<file path="src/rtl/rrts_pkg.sv">
package rrts_pkg;

  localparam int NUM_TASKS = 4;
  localparam int SLOT_W    = $clog2(NUM_TASKS);
  localparam int TASK_W    = $clog2(NUM_TASKS + 1);

  localparam logic [1:0] ST_FREE   = 2'd0;
  localparam logic [1:0] ST_READY  = 2'd1;
  localparam logic [1:0] ST_SLEEP  = 2'd2;
  localparam logic [1:0] ST_EXITED = 2'd3;

  localparam logic [2:0] FN_SCHED  = 3'd0;
  localparam logic [2:0] FN_WRITE  = 3'd1;
  localparam logic [2:0] FN_FORK   = 3'd2;
  localparam logic [2:0] FN_GETPID = 3'd3;
  localparam logic [2:0] FN_EXIT   = 3'd4;
  localparam logic [2:0] FN_SLEEP  = 3'd5;

  localparam logic [20:0] CAP_RESET = 21'h10000;
  localparam logic [63:0] ALL_ONES  = 64'hFFFF_FFFF_FFFF_FFFF;
  localparam logic [15:0] PID_FIRST = 16'd2;
  localparam logic [15:0] PID_INIT  = 16'd1;

  localparam logic REG_CAP = 1'b0;

  typedef struct packed {
    logic latch;
    logic fscan;
    logic exec;
    logic scan_rd;
    logic load_out;
  } rrts_cmd_t;

  typedef struct packed {
    logic is_fork;
    logic free_hit;
    logic fidx_last;
    logic sidx_last;
    logic out_free;
  } rrts_stat_t;

endpackage

</file>
<file path="src/rtl/rrts_in_if.sv">
interface rrts_in_if;
  logic        valid;
  logic        ready;
  logic [2:0]  func;
  logic [63:0] arg_first;
  logic [63:0] write_length;
  logic signed [21:0] stack_used;

  modport source (output valid, func, arg_first, write_length, stack_used, input ready);
  modport sink (input valid, func, arg_first, write_length, stack_used, output ready);
endinterface

</file>
<file path="src/rtl/rrts_out_if.sv">
interface rrts_out_if #(
  parameter int TASK_W = 3,
  parameter int SLOT_W = 2
);
  logic              valid;
  logic              ready;
  logic [63:0]       ret_value;
  logic              ret_valid;
  logic [TASK_W-1:0] next_task;
  logic [SLOT_W-1:0] child_slot;
  logic              child_valid;
  logic              all_stopped;

  modport source (output valid, ret_value, ret_valid, next_task, child_slot, child_valid,
                  all_stopped, input ready);
  modport sink (input valid, ret_value, ret_valid, next_task, child_slot, child_valid,
                all_stopped, output ready);
endinterface

</file>
<file path="src/rtl/rrts_ram.sv">
module rrts_ram #(
  parameter int WIDTH = 8,
  parameter int DEPTH = 4
) (
  input  logic                     clk,
  input  logic                     we,
  input  logic [$clog2(DEPTH)-1:0] waddr,
  input  logic [WIDTH-1:0]         wdata,
  input  logic [$clog2(DEPTH)-1:0] raddr,
  output logic [WIDTH-1:0]         rdata
);

  logic [WIDTH-1:0] mem [DEPTH];

  always_ff @(posedge clk) begin
    if (we) begin
      mem[waddr] <= wdata;
    end
    rdata <= mem[raddr];
  end

endmodule

</file>
<file path="src/rtl/rrts_ctrl.sv">
module rrts_ctrl import rrts_pkg::*; (
  input  logic       clk,
  input  logic       rst_n,
  input  logic       in_valid,
  output logic       in_ready,
  input  rrts_stat_t stat,
  output rrts_cmd_t  cmd
);

  localparam logic [2:0] S_IDLE  = 3'd0;
  localparam logic [2:0] S_FSCAN = 3'd1;
  localparam logic [2:0] S_EXEC  = 3'd2;
  localparam logic [2:0] S_SCAN  = 3'd3;
  localparam logic [2:0] S_DRAIN = 3'd4;
  localparam logic [2:0] S_DONE  = 3'd5;

  logic [2:0] state_r;
  logic [2:0] state_nxt;

  always_comb begin
    state_nxt = state_r;
    cmd       = '0;
    in_ready  = 1'b0;
    case (state_r)
      S_IDLE: begin
        in_ready  = 1'b1;
        cmd.latch = in_valid;
        if (in_valid) begin
          state_nxt = S_FSCAN;
        end
      end
      S_FSCAN: begin
        cmd.fscan = stat.is_fork;
        if (!stat.is_fork || stat.free_hit || stat.fidx_last) begin
          state_nxt = S_EXEC;
        end
      end
      S_EXEC: begin
        cmd.exec  = 1'b1;
        state_nxt = S_SCAN;
      end
      S_SCAN: begin
        cmd.scan_rd = 1'b1;
        if (stat.sidx_last) begin
          state_nxt = S_DRAIN;
        end
      end
      S_DRAIN: begin
        state_nxt = S_DONE;
      end
      S_DONE: begin
        cmd.load_out = stat.out_free;
        if (stat.out_free) begin
          state_nxt = S_IDLE;
        end
      end
      default: begin
        state_nxt = S_IDLE;
      end
    endcase
  end

  always_ff @(posedge clk) begin
    if (!rst_n) begin
      state_r <= S_IDLE;
    end else begin
      state_r <= state_nxt;
    end
  end

endmodule

</file>
<file path="src/rtl/rrts_dp.sv">
module rrts_dp import rrts_pkg::*; (
  input  logic               clk,
  input  logic               rst_n,
  input  rrts_cmd_t          cmd,
  output rrts_stat_t         stat,
  input  logic [20:0]        stack_capacity,
  input  logic [2:0]         in_func,
  input  logic [63:0]        in_arg_first,
  input  logic [63:0]        in_write_length,
  input  logic [21:0]        in_stack_used,
  input  logic               out_ready,
  output logic               out_valid,
  output logic [63:0]        out_ret_value,
  output logic               out_ret_valid,
  output logic [TASK_W-1:0]  out_next_task,
  output logic [SLOT_W-1:0]  out_child_slot,
  output logic               out_child_valid,
  output logic               out_all_stopped
);

  localparam int AW = SLOT_W;
  localparam int TW = TASK_W;
  localparam logic [AW-1:0] LAST_IDX = AW'(NUM_TASKS - 1);
  localparam logic [TW-1:0] IDLE_ID = TW'(NUM_TASKS);
  localparam logic [AW:0]   NUM_WIDE = (AW + 1)'(NUM_TASKS);

  logic [2:0]    func_r;
  logic [63:0]   arg_r;
  logic [63:0]   wlen_r;
  logic [21:0]   su_r;
  logic [TW-1:0] cur_r;
  logic [63:0]   tick_r;
  logic [AW-1:0] rr_r;
  logic [15:0]   pidc_r;
  logic [1:0]    st_r [NUM_TASKS];
  logic [AW-1:0] fidx_r;
  logic [AW-1:0] found_r;
  logic          found_ok_r;
  logic [AW-1:0] j_r;
  logic [AW-1:0] id_r;
  logic          rd_pend_r;
  logic [AW-1:0] pick_r;
  logic          pick_ok_r;
  logic          alive_r;
  logic [63:0]   ret_r;
  logic          ret_ok_r;
  logic [AW-1:0] child_r;
  logic          child_ok_r;
  logic          out_valid_r;
  logic [63:0]   out_ret_r;
  logic          out_ret_ok_r;
  logic [TW-1:0] out_next_r;
  logic [AW-1:0] out_child_r;
  logic          out_child_ok_r;
  logic          out_stop_r;

  logic [63:0]   ret_nxt;
  logic          ret_ok_nxt;
  logic [AW-1:0] child_nxt;
  logic          child_ok_nxt;

  logic          active;
  logic [AW-1:0] cur_idx;
  logic [AW:0]   idx_sum;
  logic [AW-1:0] scan_idx;
  logic [1:0]    st_rd;
  logic [AW-1:0] st_addr;
  logic          due;
  logic          woke;
  logic          slot_rdy;
  logic          stack_bad;
  logic [63:0]   wake_q;
  logic [15:0]   pid_q;
  logic          wake_we;
  logic          pid_we;

  assign cur_idx  = cur_r[AW-1:0];
  assign active   = (cur_r < IDLE_ID) && (func_r != FN_SCHED);
  assign idx_sum  = {1'b0, rr_r} + {1'b0, j_r};
  assign scan_idx = (idx_sum >= NUM_WIDE) ? AW'(idx_sum - NUM_WIDE) : idx_sum[AW-1:0];
  assign st_addr  = rd_pend_r ? id_r : fidx_r;
  assign st_rd    = st_r[st_addr];
  assign due      = wake_q <= tick_r;
  assign woke     = (st_rd == ST_SLEEP) && due;
  assign slot_rdy = (st_rd == ST_READY) || woke;
  assign stack_bad = su_r[21] || (su_r[20:0] > stack_capacity);

  assign wake_we = cmd.exec && active && (func_r == FN_SLEEP);
  assign pid_we  = cmd.exec && active && (func_r == FN_FORK) && found_ok_r && !stack_bad;

  rrts_ram #(.WIDTH(64), .DEPTH(NUM_TASKS)) u_wake_ram (
    .clk   (clk),
    .we    (wake_we),
    .waddr (cur_idx),
    .wdata (tick_r + arg_r),
    .raddr (scan_idx),
    .rdata (wake_q)
  );

  rrts_ram #(.WIDTH(16), .DEPTH(NUM_TASKS)) u_pid_ram (
    .clk   (clk),
    .we    (pid_we),
    .waddr (found_r),
    .wdata (pidc_r),
    .raddr (cur_idx),
    .rdata (pid_q)
  );

  assign stat.is_fork   = active && (func_r == FN_FORK);
  assign stat.free_hit  = st_rd == ST_FREE;
  assign stat.fidx_last = fidx_r == LAST_IDX;
  assign stat.sidx_last = j_r == LAST_IDX;
  assign stat.out_free  = !out_valid_r || out_ready;

  always_comb begin
    ret_nxt      = 64'd0;
    ret_ok_nxt   = 1'b0;
    child_nxt    = '0;
    child_ok_nxt = 1'b0;
    if (active) begin
      ret_ok_nxt = 1'b1;
      case (func_r)
        FN_WRITE: begin
          ret_nxt = (arg_r[31:0] == 32'd1) ? wlen_r : 64'd0;
        end
        FN_FORK: begin
          if (!found_ok_r || stack_bad) begin
            ret_nxt = ALL_ONES;
          end else begin
            ret_nxt      = {48'd0, pidc_r};
            child_nxt    = found_r;
            child_ok_nxt = 1'b1;
          end
        end
        FN_GETPID: begin
          ret_nxt = (cur_idx == '0) ? {48'd0, PID_INIT} : {48'd0, pid_q};
        end
        FN_EXIT: begin
          ret_ok_nxt = 1'b0;
        end
        FN_SLEEP: begin
          ret_nxt = 64'd0;
        end
        default: begin
          ret_nxt = ALL_ONES;
        end
      endcase
    end
  end

  always_ff @(posedge clk) begin
    if (cmd.latch) begin
      func_r <= in_func;
      arg_r  <= in_arg_first;
      wlen_r <= in_write_length;
      su_r   <= in_stack_used;
    end
    if (cmd.fscan && stat.free_hit) begin
      found_r <= fidx_r;
    end
    if (cmd.scan_rd) begin
      id_r <= scan_idx;
    end
    if (rd_pend_r && slot_rdy && !pick_ok_r) begin
      pick_r <= id_r;
    end
    if (cmd.exec) begin
      ret_r      <= ret_nxt;
      ret_ok_r   <= ret_ok_nxt;
      child_r    <= child_nxt;
      child_ok_r <= child_ok_nxt;
    end
    if (cmd.load_out) begin
      out_ret_r      <= ret_ok_r ? ret_r : 64'd0;
      out_ret_ok_r   <= ret_ok_r;
      out_next_r     <= pick_ok_r ? TW'(pick_r) : IDLE_ID;
      out_child_r    <= child_r;
      out_child_ok_r <= child_ok_r;
      out_stop_r     <= !alive_r;
    end
  end

  always_ff @(posedge clk) begin
    if (!rst_n) begin
      cur_r       <= '0;
      tick_r      <= 64'd0;
      rr_r        <= '0;
      pidc_r      <= PID_FIRST;
      fidx_r      <= '0;
      found_ok_r  <= 1'b0;
      j_r         <= '0;
      rd_pend_r   <= 1'b0;
      pick_ok_r   <= 1'b0;
      alive_r     <= 1'b0;
      out_valid_r <= 1'b0;
      for (int i = 0; i < NUM_TASKS; i++) begin
        st_r[i] <= (i == 0) ? ST_READY : ST_FREE;
      end
    end else begin
      rd_pend_r <= cmd.scan_rd;
      if (cmd.latch) begin
        fidx_r     <= '0;
        found_ok_r <= 1'b0;
      end
      if (cmd.fscan) begin
        if (stat.free_hit) begin
          found_ok_r <= 1'b1;
        end else if (!stat.fidx_last) begin
          fidx_r <= fidx_r + 1'b1;
        end
      end
      if (cmd.exec) begin
        tick_r    <= tick_r + 64'd1;
        j_r       <= '0;
        pick_ok_r <= 1'b0;
        alive_r   <= 1'b0;
        if (active) begin
          case (func_r)
            FN_FORK: begin
              if (found_ok_r) begin
                pidc_r <= pidc_r + 16'd1;
                if (!stack_bad) begin
                  st_r[found_r] <= ST_READY;
                end
              end
            end
            FN_EXIT: begin
              st_r[cur_idx] <= ST_EXITED;
            end
            FN_SLEEP: begin
              st_r[cur_idx] <= ST_SLEEP;
            end
            default: begin
            end
          endcase
        end
      end
      if (cmd.scan_rd && !stat.sidx_last) begin
        j_r <= j_r + 1'b1;
      end
      if (rd_pend_r) begin
        if (woke) begin
          st_r[id_r] <= ST_READY;
        end
        if (slot_rdy) begin
          pick_ok_r <= 1'b1;
        end
        if ((st_rd == ST_READY) || (st_rd == ST_SLEEP)) begin
          alive_r <= 1'b1;
        end
      end
      if (cmd.load_out) begin
        out_valid_r <= 1'b1;
        if (pick_ok_r) begin
          cur_r <= TW'(pick_r);
          rr_r  <= (pick_r == LAST_IDX) ? '0 : pick_r + 1'b1;
        end else begin
          cur_r <= IDLE_ID;
        end
      end else if (out_ready) begin
        out_valid_r <= 1'b0;
      end
    end
  end

  assign out_valid       = out_valid_r;
  assign out_ret_value   = out_ret_r;
  assign out_ret_valid   = out_ret_ok_r;
  assign out_next_task   = out_next_r;
  assign out_child_slot  = out_child_r;
  assign out_child_valid = out_child_ok_r;
  assign out_all_stopped = out_stop_r;

endmodule

</file>
<file path="src/rtl/round_robin_task_scheduler.sv">
// Channel   Direction  Handshake      Contents
// in_ch     sink       valid/ready    func, arg_first, write_length, stack_used
// out_ch    source     valid/ready    ret_value, ret_valid, next_task, child_slot,
//                                     child_valid, all_stopped
// APB       slave      psel/penable   stack_capacity at byte address 0
//
// Each request scans the task table one slot per cycle, and a fork first scans it
// one slot per cycle for a free slot as well.
// One request is in flight at a time; in_ch.ready is high only while idle.
// Reset is synchronous and active low; slot 0 starts ready with pid 1.
// A result held by a low out_ch.ready blocks the next request from finishing.
module round_robin_task_scheduler import rrts_pkg::*; (
  input  logic        clk,
  input  logic        rst_n,
  rrts_in_if.sink     in_ch,
  rrts_out_if.source  out_ch,
  input  logic        psel,
  input  logic        penable,
  input  logic        pwrite,
  input  logic [2:0]  paddr,
  input  logic [31:0] pwdata,
  output logic [31:0] prdata,
  output logic        pready
);

  localparam int AW = SLOT_W;
  localparam int TW = TASK_W;

  logic [20:0] cap_r;
  rrts_cmd_t   cmd;
  rrts_stat_t  stat;
  logic [TW-1:0] next_task;
  logic [AW-1:0] child_slot;

  assign pready = 1'b1;
  assign prdata = (paddr[2] == REG_CAP) ? {11'd0, cap_r} : 32'd0;

  always_ff @(posedge clk) begin
    if (!rst_n) begin
      cap_r <= CAP_RESET;
    end else if (psel && penable && pwrite && (paddr[2] == REG_CAP)) begin
      cap_r <= pwdata[20:0];
    end
  end

  rrts_ctrl u_ctrl (
    .clk      (clk),
    .rst_n    (rst_n),
    .in_valid (in_ch.valid),
    .in_ready (in_ch.ready),
    .stat     (stat),
    .cmd      (cmd)
  );

  rrts_dp u_dp (
    .clk             (clk),
    .rst_n           (rst_n),
    .cmd             (cmd),
    .stat            (stat),
    .stack_capacity  (cap_r),
    .in_func         (in_ch.func),
    .in_arg_first    (in_ch.arg_first),
    .in_write_length (in_ch.write_length),
    .in_stack_used   (in_ch.stack_used),
    .out_ready       (out_ch.ready),
    .out_valid       (out_ch.valid),
    .out_ret_value   (out_ch.ret_value),
    .out_ret_valid   (out_ch.ret_valid),
    .out_next_task   (next_task),
    .out_child_slot  (child_slot),
    .out_child_valid (out_ch.child_valid),
    .out_all_stopped (out_ch.all_stopped)
  );

  assign out_ch.next_task  = next_task;
  assign out_ch.child_slot = child_slot;

endmodule

</file>
<file path="src/flat_wrapper.sv">
// flat-port wrapper written by rule: the top's interface ports become plain ports
module round_robin_task_scheduler_flat import rrts_pkg::*;
  (clk, rst_n, psel, penable, pwrite, paddr, pwdata, prdata, pready, in_ch_valid, in_ch_func, in_ch_arg_first, in_ch_write_length, in_ch_stack_used, in_ch_ready, out_ch_valid, out_ch_ret_value, out_ch_ret_valid, out_ch_next_task, out_ch_child_slot, out_ch_child_valid, out_ch_all_stopped, out_ch_ready);
  rrts_in_if in_ch_i ();
  rrts_out_if out_ch_i ();
  input  logic clk;
  input  logic rst_n;
  input  logic psel;
  input  logic penable;
  input  logic pwrite;
  input  logic [2:0] paddr;
  input  logic [31:0] pwdata;
  output logic [31:0] prdata;
  output logic pready;
  input wire logic [$bits(in_ch_i.valid)-1:0] in_ch_valid;
  input wire logic [$bits(in_ch_i.func)-1:0] in_ch_func;
  input wire logic [$bits(in_ch_i.arg_first)-1:0] in_ch_arg_first;
  input wire logic [$bits(in_ch_i.write_length)-1:0] in_ch_write_length;
  input wire logic [$bits(in_ch_i.stack_used)-1:0] in_ch_stack_used;
  output wire logic [$bits(in_ch_i.ready)-1:0] in_ch_ready;
  output wire logic [$bits(out_ch_i.valid)-1:0] out_ch_valid;
  output wire logic [$bits(out_ch_i.ret_value)-1:0] out_ch_ret_value;
  output wire logic [$bits(out_ch_i.ret_valid)-1:0] out_ch_ret_valid;
  output wire logic [$bits(out_ch_i.next_task)-1:0] out_ch_next_task;
  output wire logic [$bits(out_ch_i.child_slot)-1:0] out_ch_child_slot;
  output wire logic [$bits(out_ch_i.child_valid)-1:0] out_ch_child_valid;
  output wire logic [$bits(out_ch_i.all_stopped)-1:0] out_ch_all_stopped;
  input wire logic [$bits(out_ch_i.ready)-1:0] out_ch_ready;
  assign in_ch_i.valid = in_ch_valid;
  assign in_ch_i.func = in_ch_func;
  assign in_ch_i.arg_first = in_ch_arg_first;
  assign in_ch_i.write_length = in_ch_write_length;
  assign in_ch_i.stack_used = in_ch_stack_used;
  assign in_ch_ready = in_ch_i.ready;
  assign out_ch_valid = out_ch_i.valid;
  assign out_ch_ret_value = out_ch_i.ret_value;
  assign out_ch_ret_valid = out_ch_i.ret_valid;
  assign out_ch_next_task = out_ch_i.next_task;
  assign out_ch_child_slot = out_ch_i.child_slot;
  assign out_ch_child_valid = out_ch_i.child_valid;
  assign out_ch_all_stopped = out_ch_i.all_stopped;
  assign out_ch_i.ready = out_ch_ready;
  round_robin_task_scheduler u_core (.clk(clk), .rst_n(rst_n), .in_ch(in_ch_i), .out_ch(out_ch_i), .psel(psel), .penable(penable), .pwrite(pwrite), .paddr(paddr), .pwdata(pwdata), .prdata(prdata), .pready(pready));
endmodule
</file>
<file path="config.mk">
export PLATFORM = sky130hd
export DESIGN_NAME = round_robin_task_scheduler_flat
export DESIGN_NICKNAME = d
export VERILOG_FILES = /design/src/rtl/rrts_pkg.sv /design/src/rtl/rrts_in_if.sv /design/src/rtl/rrts_out_if.sv /design/src/rtl/rrts_ram.sv /design/src/rtl/rrts_ctrl.sv /design/src/rtl/rrts_dp.sv /design/src/rtl/round_robin_task_scheduler.sv /design/src/flat_wrapper.sv
export SDC_FILE = /design/constraint.sdc
export NUM_CORES = 1
export LEC_CHECK = 0
export ABC_AREA = 1
export BUFFER_PORTS_ARGS = -buffer_cell sky130_fd_sc_hd__buf_2
export CAP_MARGIN = 10
export CORE_MARGIN = 10
export CORE_UTILIZATION = 55
export DETAILED_ROUTE_END_ITERATION = 8
export PLACE_DENSITY_LB_ADDON = 0.25
export SETUP_SLACK_MARGIN = 0.2
export SYNTH_ARGS = -nofsm -noshare
export SYNTH_HDL_FRONTEND = slang
export SYNTH_SLANG_ARGS = --single-unit
</file>
<file path="constraint.sdc">
create_clock -name clk -period 11.1 [get_ports clk]
set_input_delay 1.11 -clock clk [delete_from_list [all_inputs] [get_ports clk]]
set_output_delay 1.11 -clock clk [all_outputs]
set_load 0.005 [all_outputs]
</file>
==> results of run 1 <==
==> logic make-up (layout without fill, tap and decap cells) <==
group / Yosys count / count (layout)
adder cells (fa/ha/maj): 158 / 158
flip-flops: 825 / 825
other: 2 / 12
multiplexers: 64 / 64
buffers and inverters: 527 / 877
XOR/XNOR: 92 / 92
AND/OR/NAND/NOR: 1132 / 1132
AO/OA/AOI/OAI: 619 / 619
==> power breakdown <==
part           leakage (nW)  internal [mW]  switching [mW]
Sequential             7.34           3.70           0.123
Clock                  1.33           1.63            1.15
Combinational          7.41          0.301           0.649
==> final cells by class <==
cell class	instances	area [um2]	share of cell area
Clock buffer	115	2320	0.0554
Clock inverter	41	420	0.0100
Inverter	416	1560	0.0373
Multi-Input combinational cell	2077	12200	0.291
Sequential cell	825	22700	0.542
Tap cell	864	1080	0.0258
Timing Repair Buffer	305	1600	0.0382
==> cells in the final DEF, fill, tap and decap left out, types with 7 or more instances in the layout <==
cell	n
edfxtp_1	619
nand2_1	418
inv_1	407
buf_2	276
nor2_1	264
a21oi_1	248
dfxtp_1	206
o21ai_0	205
nand3_1	195
ha_1	156
clkbuf_16	85
nor3_1	73
o211ai_1	69
xor2_1	67
or2_2	66
mux2i_1	64
nand4_1	33
buf_4	29
xnor2_1	25
clkbuf_1	22
a31oi_1	19
a21o_1	19
a22oi_1	19
nor4_1	17
clkinv_1	14
clkinv_2	13
nor3_2	12
conb_1	12
nor2_2	9
o21bai_1	8
clkbuf_8	8
inv_2	7
o21a_1	7
bufinv_16	7
==> registers in the layout, indices dropped and copies added, names as in the netlist, 8 cells and up <==
| name | flops |
|---|---|
| u_core.u_dp.pidc_r | 16 |
| u_core.u_dp.st_r | 8 |
| u_core.u_dp.u_wake_ram.rdata | 64 |
| u_core.u_dp.arg_r | 64 |
| u_core.u_dp.su_r | 22 |
| u_core.u_dp.out_ret_value | 64 |
| u_core.u_dp.ret_r | 64 |
| u_core.u_dp.u_wake_ram.mem | 256 |
| u_core.u_dp.tick_r | 64 |
| u_core.u_dp.u_pid_ram.rdata | 16 |
| u_core.u_dp.u_pid_ram.mem | 64 |
| u_core.u_dp.wlen_r | 64 |
| u_core.cap_r | 21 |
==> per-layer routing <==
metal  global-route usage  vias up
li1                     -    12500
met1                0.304    12200
met2                0.361      906
met3               0.0455      173
met4               0.0757        2
met5                    0        -
==> metrics by stage <==
step / instances / setup slack, ns / utilization
after detailed placement: 4487 / 7.52 / 0.593
after global routing: 4643 / 7.20 / 0.634
after floorplan: 3429 / 2.67 / -
final: 4643 / 7.29 / 0.634
after CTS: 4643 / 7.49 / 0.634
after global placement: 4487 / 7.52 / 0.593
==> path summary, 6_finish.rpt <==
kind	endpoint	cells after the start	slack, ns
setup / recovery	u_core.u_dp.u_wake_ram.mem[2][37]$_DFFE_PP_	10	7.29
hold / removal	u_core.u_dp.out_child_valid$_DFFE_PP_	0	0.44
setup reg to reg	u_core.u_dp.u_wake_ram.mem[2][37]$_DFFE_PP_	10	7.29
hold reg to reg	u_core.u_dp.out_child_valid$_DFFE_PP_	0	0.44
==> cell usage after synthesis, types with 18 or more instances <==
| cell type | number | area [um2] |
|---|---|---|
| a21o_1 | 19 | 143 |
| a21oi_1 | 248 | 1240 |
| a22oi_1 | 19 | 143 |
| a31oi_1 | 19 | 119 |
| clkbuf_1 | 89 | 334 |
| dfxtp_1 | 206 | 4120 |
| edfxtp_1 | 619 | 18600 |
| ha_1 | 157 | 1960 |
| inv_1 | 408 | 1530 |
| mux2i_1 | 64 | 641 |
| nand2_1 | 419 | 1570 |
| nand3_1 | 195 | 976 |
| nand4_1 | 33 | 206 |
| nor2_1 | 266 | 998 |
| nor3_1 | 82 | 410 |
| nor4_1 | 18 | 113 |
| o211ai_1 | 69 | 518 |
| o21ai_0 | 205 | 1030 |
| or2_2 | 66 | 413 |
| xnor2_1 | 25 | 219 |
| xor2_1 | 67 | 587 |
==> critical path: cells and delay by family (launching register included) <==
kind	cells	cell delay (ns)
AOI/OAI and AO/OA	5	1.97
xor gates and xnor gates	1	0.45
DFF	1	0.40
adders and majority gates	1	0.38
and+or+nand+nor	2	0.21
buffers and inverters	1	0.12
==> results list, run 1 <==
- Die area: 77700 um2
* Count of port buffers added during placement: roughly 280
- XOR/XNOR share of the synthesized area: 0.0219
* Max-capacitance violation count: 0
- The congestion estimate from routability-driven global placement came to 1.00.
- The hold violation total from the final report came to 0.
- STA puts the critical path data required time at 11.46 ns.
- Antenna Cells: 0
* Fin Setup TNS: 0 ns
- Of the synthesized area, sequential elements account for 0.617.
- Arrival time at the worst endpoint: about 4.2 ns
- Ratio of cells with drive above 1 in the final layout: 0.145
- Cells after Synth: 3419
* Pre-antenna DRT Iters: 5
* Antenna violations before repair: 2
- Sum of net half-perimeters after detailed placement: roughly 63000 um
- Aggregate global routing overflow: 0
* Number of instances resized during post-cts repair: 0
- Total number of vias: 25.8k
* Remaining design rule violation count: 0
- The highest layer touched by signal routing is met5.
- Among all stages on the critical path, the largest delay is contributed by a21boi_0.
- In this run the cell area measured after placement is roughly 40000 um2.
- Flops & latches, synth: 825
- The signal on the critical path passes through ha_1 > nand3_1 > nand3_1 > a21oi_1 > o21ai_0 > a21boi_0 > inv_1 > a21oi_1 > o21ai_0 > xor2_1.
* Die height: 279 um
* Boundary Pins: 302
* Delay of the slowest cell on the worst path: 0.66 ns
- In this run, the number of DRC markers left after iteration 0 of detailed routing was 2418.
* Number of placement rows: 94
- Unrepaired setup endpoints after global routing: false
- After detailed routing, the wire length on met1 is 39100 um.
- Relative area change from synthesis to final layout: 13.8%
- Startpoint of the worst register-to-register path: u_core.u_dp.arg_r[2]$_DFFE_PP_
- Synth async-reset ratio: 0
* Post-route antenna net violation count: 0
- Of the total synthesized cell area, the portion taken by full adders, half adders and majority gates is 0.0539.
- Transition time at the pin with the least slew margin: around 1.2 ns
- Shortest clock period the worst path allows after layout: 3.81 ns
* Clock latency on the worst-skew pair: approximately 0.63 ns
- Worst-case clock buffer depth: 3
- Number of buffers added by the clock tree synthesis step: 85
- Avg Vias per Cell: 5.56
* Placeable core area: 66100 um2
- After synthesis the cells add up to 36800 um2.
* Root Buffer: clkbuf_16
- Multiplexer share of the synthesized area: 0.0174
- Run status: complete, no violations
* Main combinational cell family by area after synthesis: simple AND/OR/NAND/NOR gates
- Post-synthesis share of cell area spent on and, or, nand and nor gates: 0.140
- Filler cell count: 5223
- The most used flip-flop cell after synthesis is edfxtp_1.
- In this run the tightest slew margin relative to its limit is 0.187.
- TritonCTS built the clock tree.
- Tightest hold margin: 0.436 ns
* Starting Density: 0.557
- For this run, the total global-route usage over all layers was measured as 0.225.
- Total number of H-tree levels: 3
- Power density relative to cell area: between 150 and 200 nW/um2
* Worst hold path type: flip-flop to flip-flop
* Number of synthesis warnings: 0
- Summed over all nets, wire length on met2 after detailed routing comes to 41300 um.
- Dividing the final minimum period by the clock period gives 0.343.
- STA classifies the critical path endpoint as a flip-flop.
- Across the VDD grid, the largest voltage drop is ~0.15 mV.
- The critical path starts at u_core.u_dp.arg_r[2]$_DFFE_PP_.
* CP startpoint kind: flip-flop
- The max-slew violation count came to 0.
- Count of flip-flops with a built-in enable after synthesis: 619
* CTS Hold Bufs: 0
- Timing would allow up to between 200 and 300 MHz.
- Post-Route WL: 90000 um
- The worst setup path is of the flip-flop to flip-flop kind.
* Clk pin slew, worst setup/hold paths: 0.06 ns
- Wire length of the first global-routing pass: 138000 um
* Number of distinct library cells after synthesis: 59
- In this run the horizontal extent of the chip is around 280 um.
* Overall power after layout: 7.55 mW
* Met3 wire length: between 6000 and 7000 um
- Via count of the first global-routing pass: 24.6k
- CP max FO: 4
* Clock Skew: 0.0253 ns
* Count of nets after finishing: 4063
* Number of sinks on the clock net: around 830
- After detailed routing, the average wire length per cell comes to 19.4 um.
* Design area: around 42000 um2
- Setup Viol. Count Final: 0
- Fraction of the mapped netlist area in compound gates: 0.0951
* Post-CTS setup buffer count: 0
- Min-Delay Startpoint: u_core.u_dp.child_ok_r$_SDFFCE_PN0P_
- Summed over all cells, the static leakage comes to 16.1 nW.
- Mean post-synth cell area: between 10 and 15 um2
- Entering global routing, the biggest net connects between 70 and 80 pins.
No activity file was read; power rests on OpenSTA's default activity.
==> inputs of run 2 (changes only) <==
- CORE_UTILIZATION: 55 -> 54
- clock period: 11.1 -> 3.36 ns (I/O delays scaled with it)
==> run 2 against run 1 <==
  * Non-clock buffer count grew 198
  * Wire length up 6.2%
  * Clock skew down 0.0055 ns
  * Core utilization up 2.3 points
  * First-iteration DRC count increased by 7.0%
  * Via count grew 2.9%
  * Critical endpoint is now u_core.u_dp.u_wake_ram.mem[0][41]$_DFFE_PP_
  * Largest cell class unchanged
  * Worst hold slack got worse by 0.40 ns
  * Flip-flop and latch count did not move
  * Global-route usage up 1.2 points
  * Setup slack worse by 7.0 ns
  * Sequential share of layout area down 2.9 points
  * Highest routed layer is now met4
  * Count of clock-buffer cells in the layout down 2
==> results list, run 2 (synthesis gave the netlist of run 1 again) <==
* Mean routed wirelength per cell: a little under 20 um
- The filler cells instantiated in the layout total about 5.1k.
* Transition time at the pin with the least slew margin: 1.17 ns
* Commonest cells after routing, fill and taps aside: edfxtp_1 (619), nand2_1 (412), inv_1 (402)
- Pre-antenna DRT Iters: 6
* GPL Wtd Cong: 1.00
- Data required time of the worst path: approximately 3.7 ns
* Total number of vias: 26.6k
- Count of nets after finishing: 4261
- Setup Viol. Count Final: 0
* Max-capacitance violation count: 0
* Aggregate global routing overflow: 0
- Counting the buffers created by CTS gives 85.
- For this run, the top clock speed supported by timing is 325 MHz.
- Starting Density: 0.546
- Of all nets on the critical path, the largest fanout is 4.
- Arrival time at the worst endpoint: 3.43 ns
- Clock latency on the worst-skew pair, taken at its later pin, is 0.63 ns.
- The min-delay analysis places its worst path in the category input port to flip-flop.
- Clock Skew: between 0.015 and 0.02 ns
- Shortest clock period the worst path allows after layout: 3.08 ns
- Pin count of the biggest net entering global routing: 130
* Unrepaired setup endpoints after global routing: false
* Boundary Pins: 302
- Layout Cells excl Fill: 4855
- In this run, placement finished with an instance count of 4517.
* Most common cell after layout, fill and taps aside: edfxtp_1
- Ratio of cells with drive above 1 in the final layout: 0.156
* Total number of H-tree levels: 3
* Chip Width: approximately 280 um
- Count of port buffers added during placement: 276
- Sum of net half-perimeters after detailed placement: 65100 um
- Post-route antenna net violation count: 0
* Remaining design rule violation count: 0
* Leakage: 17.1 nW
* Worst-case hold path end point: u_core.cap_r[13]$_SDFFE_PN0P_
- No sink is reached through more buffers than the 3 on the longest clock path.
- For this block, the routed nets add up to between 90000 and 100000 um of wire.
* Number of placement rows: 95
* Run status: complete, no violations
- Power density relative to cell area: 574 nW/um2
- The initial antenna violation count was 2.
- In this run the critical register-to-register path is captured at u_core.u_dp.u_wake_ram.mem[0][41]$_DFFE_PP_.
- Min-Delay Startpoint: pwdata[13]
- Biggest register: u_core.u_dp.u_wake_ram.mem
* GRT Util Overall: 0.237
- Final hold violations: 0
- Clock-pin slew was measured on the worst setup and hold paths at 0.06 ns.
- The tree is rooted in a clkbuf_16.
- The critical path is of the flip-flop to flip-flop type.
- The register with the most flip-flops in the layout has roughly 260 of them.
* Startpoint of the worst register-to-register path: u_core.u_dp.arg_r[21]$_DFFE_PP_
- Detailed Route Iter0 Violations: approximately 2.6k
* Relative area change from synthesis to final layout: 20.3%
- Die height: 281 um
- Wire length of the first global-routing pass: 146000 um
* Worst Reg2Reg Path Length in Cells: 11
* Kind of capture point of the worst setup path: flip-flop
- Die area: about 80000 um2
- The worst setup path is launched from a flip-flop.
* CTS tree: yes
- Counting instances, the worst hold path has a depth of 3.
- Final cycle utilization of the critical path: 0.915
- Dividing the detail-routed via count by the number of cells gives 5.48.
- In this run the tightest slew margin relative to its limit is 0.214.
- The core region is approximately 67000 um2.
- Number of sinks on the clock net: 825
- Tightest hold margin: 0.0343 ns
- Fin Setup TNS: 0 ns
- Worst supply voltage drop on vdd: about 0.50 mV
- Max Slew Vio Count: 0
- Start point of the critical path: u_core.u_dp.arg_r[21]$_DFFE_PP_
- Via count of the first global-routing pass: 25.6k
- Slack of the worst reg-to-reg path: approximately 0.28 ns
[run 2: metrics by stage]
step                      setup WS (ns)  utilization  power, mW  cell area (um2)
after floorplan                   -1.48            -       14.9            37100
after global placement            0.213        0.588       15.9            39700
after detailed placement          0.106        0.588       16.0            39700
after CTS                         0.206        0.656       25.5            44200
after global routing              0.201        0.657       26.4            44300
final                             0.284        0.657       25.4            44300
[run 2: worst max-delay path, stage by stage (launching register included)]
cell,delay [ns]
edfxtp_1,0.39
ha_1,0.42
nand2_1,0.18
nor2_1,0.17
inv_1,0.09
nor3_1,0.40
nand4_1,0.19
nand3_1,0.20
a21boi_0,0.21
or2_2,0.34
nand3_1,0.07
nand2_1,0.12
[run 2: area by class of cell]
type | instances | area (um2) | share of cell area
tap | 873 | 1090 | 0.0247
inverter | 416 | 1560 | 0.0352
clock buffer | 113 | 2390 | 0.0539
clock inverter | 45 | 414 | 0.00935
multi-input combinational | 2077 | 12400 | 0.281
sequential | 825 | 22700 | 0.513
timing repair buffer | 503 | 3680 | 0.0831
antenna | 3 | 7.51 | 0.000169
[run 2: layer usage]
metal  share of wire  wire [um]  track usage  vias to the layer above
met5               0          0            0                        -
met4           0.027       2600       0.0692                        0
met3           0.068       6480       0.0401                      171
met2            0.48      46200        0.399                      911
met1            0.42      40300        0.311                    12600
li1                -          -            -                    12900
[run 2: report_power, final]
part           leakage, nW  total (mW)  switching (mW)  internal [mW]
Combinational         8.41        3.42            2.23           1.19
Sequential            7.34        12.6           0.384           12.2
Clock                 1.38        9.40            3.91           5.49
Total                 17.1        25.4            6.52           18.9
[run 2: worst max path at each step]
stage                                                  end  cells after the start  slack [ns]
2_1_floorplan   u_core.u_dp.u_wake_ram.mem[2][0]$_DFFE_PP_                      5       -1.48
3_3_place_gp   u_core.u_dp.u_wake_ram.mem[3][62]$_DFFE_PP_                     14        0.21
3_5_place_dp   u_core.u_dp.u_wake_ram.mem[0][62]$_DFFE_PP_                     14        0.11
4_1_cts        u_core.u_dp.u_wake_ram.mem[1][54]$_DFFE_PP_                     14        0.21
5_1_grt        u_core.u_dp.u_wake_ram.mem[1][49]$_DFFE_PP_                     10        0.20
6_report       u_core.u_dp.u_wake_ram.mem[0][41]$_DFFE_PP_                     11        0.28
[run 2: repair_timing]
action | 4_1_cts | 5_1_grt
hold buffers | 174 | 0
buffers inserted | 0 | 3
gates resized for setup | 3 | 16
setup endpoints to repair | 12 | 88
pin swaps | 0 | 4
hold endpoints to repair | 174 | 0
==> inputs of run 3 (changes only) <==
- CORE_UTILIZATION: 54 -> 51
==> run 3 against run 2 <==
  * Total power is 2.0% higher
  * Die area increased by 5.5%
  * Sequential power is essentially flat
  * Flip-flop and latch count stayed put
  * Critical path depth decreased by 1
  * Combinational power is 1% higher
==> results list, run 3 (synthesis gave the netlist of run 1 again) <==
- Remaining design rule violation count: 0
- The register with the most flip-flops in the layout has 256 of them.
- Boundary Pins: 302
* Power density relative to cell area: 581 nW/um2
- In this run the standard cell core region covers 71500 um2.
- The via count of the first global-routing pass is approximately 26k.
- The total overflow left after global routing is 0.
- Clock latency on the worst-skew pair: 0.65 ns
- Switching power share of the total: 0.257
- The die covers 83400 um2.
* Max Slew Vio Count: 0
- Of the cells placed in the final design, the portion with a size suffix greater than 1 is 0.157.
- Crit path kind: flip-flop to flip-flop
- Core Util, Final: 0.624
- Startpoint of the worst register-to-register path: u_core.u_dp.arg_r[22]$_DFFE_PP_
* Sequential fraction of design power: 0.486
- Leaving out fill and tap cells, the most frequent cell in the layout is edfxtp_1.
* Number of buffers and inverters on the critical path: 0
* Sum of net half-perimeters after detailed placement: about 66000 um
- Upper clock frequency limit: between 300 and 400 MHz
- Data required time of the worst path: 3.77 ns
- Setup violations remaining at the end of the flow were counted as 0.
- Of the total power, combinational logic draws 0.134.
- Clock-pin slew was measured on the worst setup and hold paths at 0.06 ns.
* Slack of the worst reg-to-reg path: 0.22 ns
- Pre-CTS WS: 0.129 ns
- Number of placement rows: 98
- Commonest cells after routing, fill and taps aside: edfxtp_1 (619), nand2_1 (412), inv_1 (403)
* Fin Setup TNS: 0 ns
- Worst supply voltage drop on vdd: 0.470 mV
* Worst-case clock buffer depth: 3
- After detailed routing, the number of vias per cell comes to 5.37.
- GPL Wtd Cong: 0.988
- Summed over all cells, the static leakage comes to 17.2 nW.
- Worst Reg2Reg Path Length in Cells: 10
* Clock network power share: 0.380
- Final hold violations: 0
- Destination of the worst register-to-register timing path: u_core.u_dp.u_wake_ram.mem[1][56]$_DFFE_PP_
* Max-capacitance violation count: 0
* Internal power: 19.3 mW
* GRT Util Overall: 0.226
* Gate family responsible for the most delay along the worst path: simple AND/OR/NAND/NOR gates
- Total number of vias: 26.5k
* CP max FO: 4
- Run status: complete, no violations
* Number of buffers added by the clock tree synthesis step: 84
- Wire length of the first global-routing pass: 147000 um
- Chip Width: 289 um
- Die height: a little under 300 um
* Sw Pwr: approximately 6.7 mW
- On the final layout, the worst clock skew is 0.0202 ns.
- Once routing completed, OpenROAD measured the worst setup slack at between 0.2 and 0.25 ns.
- In this run the worst setup path terminates at u_core.u_dp.u_wake_ram.mem[1][56]$_DFFE_PP_.
- Unrepaired setup endpoints after global routing: true
- The first TritonRoute pass finished after 8 iterations.
- Entering global routing, the biggest net connects 130 pins.
- STA classifies the critical path startpoint as a flip-flop.
- The finished layout holds 4936 standard cells, fillers aside.
* Final cycle utilization of the critical path: 0.934
- Number of placed instances with taps included: 4601
* Arrival time at the worst endpoint: 3.55 ns
- In this run the tool buffered the top-level ports with 276 buffer cells.
- The critical path starts at u_core.u_dp.arg_r[22]$_DFFE_PP_.
* Transition time at the pin with the least slew margin: 0.912 ns
- The worst hold path passes through 3 cells.
- STA classifies the critical path endpoint as a flip-flop.
- For this block, the initial DRC count from the detailed router was 2092.
- Starting Density: 0.515
- Root Buffer: clkbuf_16
- Shortest clock period the worst path allows after layout: 3.14 ns
* Antenna violations before repair: 4
- For this run, the post-layout net count is 4263.
* Standard cell with the maximum stage delay on the critical path: edfxtp_1
* Total number of H-tree levels: 3
- Summed over all layers, the routed wires come to 96400 um.
- Worst hold path type: input port to flip-flop
* Mean routed wirelength per cell: around 20 um
- The number of setup buffers added after CTS is 0.
* Post-route antenna net violation count: 0
- Number of sinks on the clock net: 825
- The worst pin sits at a relative slew slack of 0.392.
- Number of gates on the worst path with buffers counted: 10
- Biggest register: u_core.u_dp.u_wake_ram.mem
- CTS tree: yes
* CP most frequent cell: nand2_1
- Relative to the synthesized area, the layout overhead comes to 21.1%.
- Tightest hold margin: 0.0191 ns
- Delay of the slowest cell on the worst path: 0.42 ns
- Crit-path cells: ha_1 > nand2_1 > nor2_1 > nand2_1 > nor4_1 > nand3_1 > nand3_1 > nand2_1 > o311ai_0 > xor2_1
run 3: cell types whose count changed in the layout (fill, tap and decap cells not counted), moves of 3 or more:
cell	delta
clkbuf_1	-8
clkinv_1	+5
clkbuf_8	+5
bufinv_16	+6
clkinvlp_4	+3
clkbuf_16	-5
clkinv_2	-8
buf_4	+4
run 3: worst min path at each step:
| stage | startpoint | to | slack, ns |
|---|---|---|---|
| final | pwdata[5] | u_core.cap_r[5]$_SDFFE_PN0P_ | 0.02 |
| after global routing | pwdata[5] | u_core.cap_r[5]$_SDFFE_PN0P_ | 0.04 |
| after CTS | pwdata[5] | u_core.cap_r[5]$_SDFFE_PN0P_ | 0.001 |
| after detailed placement | u_core.u_dp.child_ok_r$_SDFFCE_PN0P_ | u_core.u_dp.out_child_valid$_DFFE_PP_ | 0.41 |
| after global placement | u_core.u_dp.child_ok_r$_SDFFCE_PN0P_ | u_core.u_dp.out_child_valid$_DFFE_PP_ | 0.41 |
| after floorplan | u_core.u_dp.child_r[0]$_SDFFCE_PP0P_ | u_core.u_dp.out_child_slot[0]$_DFFE_PP_ | 0.40 |
run 3: layer usage:
| layer | vias up | global-route usage | routed length (um) |
|---|---|---|---|
| li1 | 12900 | - | - |
| met1 | 12500 | 0.301 | 41600 |
| met2 | 873 | 0.376 | 45700 |
| met3 | 158 | 0.0380 | 6600 |
| met4 | 0 | 0.0654 | 2530 |
| met5 | - | 0 | 0 |
run 3: timing repair:
| item | 4_1_cts | 5_1_grt |
|---|---|---|
| pin swaps | 0 | 2 |
| hold buffers | 173 | 0 |
| gates resized for setup | 4 | 16 |
| endpoints found under the setup margin | 12 | 119 |
| endpoints found under the hold margin | 173 | 0 |
run 3: per-stage QoR:
stage	total power [mW]	cell area (um2)
floorplan	14.9	37100
global placement	16.0	39800
detailed placement	16.1	39800
CTS	26.0	44500
global route	27.0	44600
finish	25.9	44600
run 3: cell type report:
cell class                 count  area, um2
clock inverter                53        654
multi-input combinational   2077      12500
antenna                        4       10.0
timing repair buffer         506       3700
fill                        5559      26900
inverter                     416       1570
tap                          950       1190
sequential                   825      22700
clock buffer                 105       2300
run 3: tightest hold or removal path: cells and delay by family:
kind | cells | cell delay [ns]
compound gates | 2 | 0.21
buf+inv | 1 | 0.07
run 3: power groups by stage:
stage / combinational, mW / sequential (mW) / clock, mW
final: 3.47 / 12.6 / 9.85
after global routing: 3.92 / 12.6 / 10.4
after CTS: 3.45 / 12.6 / 9.99
after detailed placement: 3.27 / 12.8 / 0
after global placement: 3.18 / 12.8 / 0
after floorplan: 2.24 / 12.6 / 0
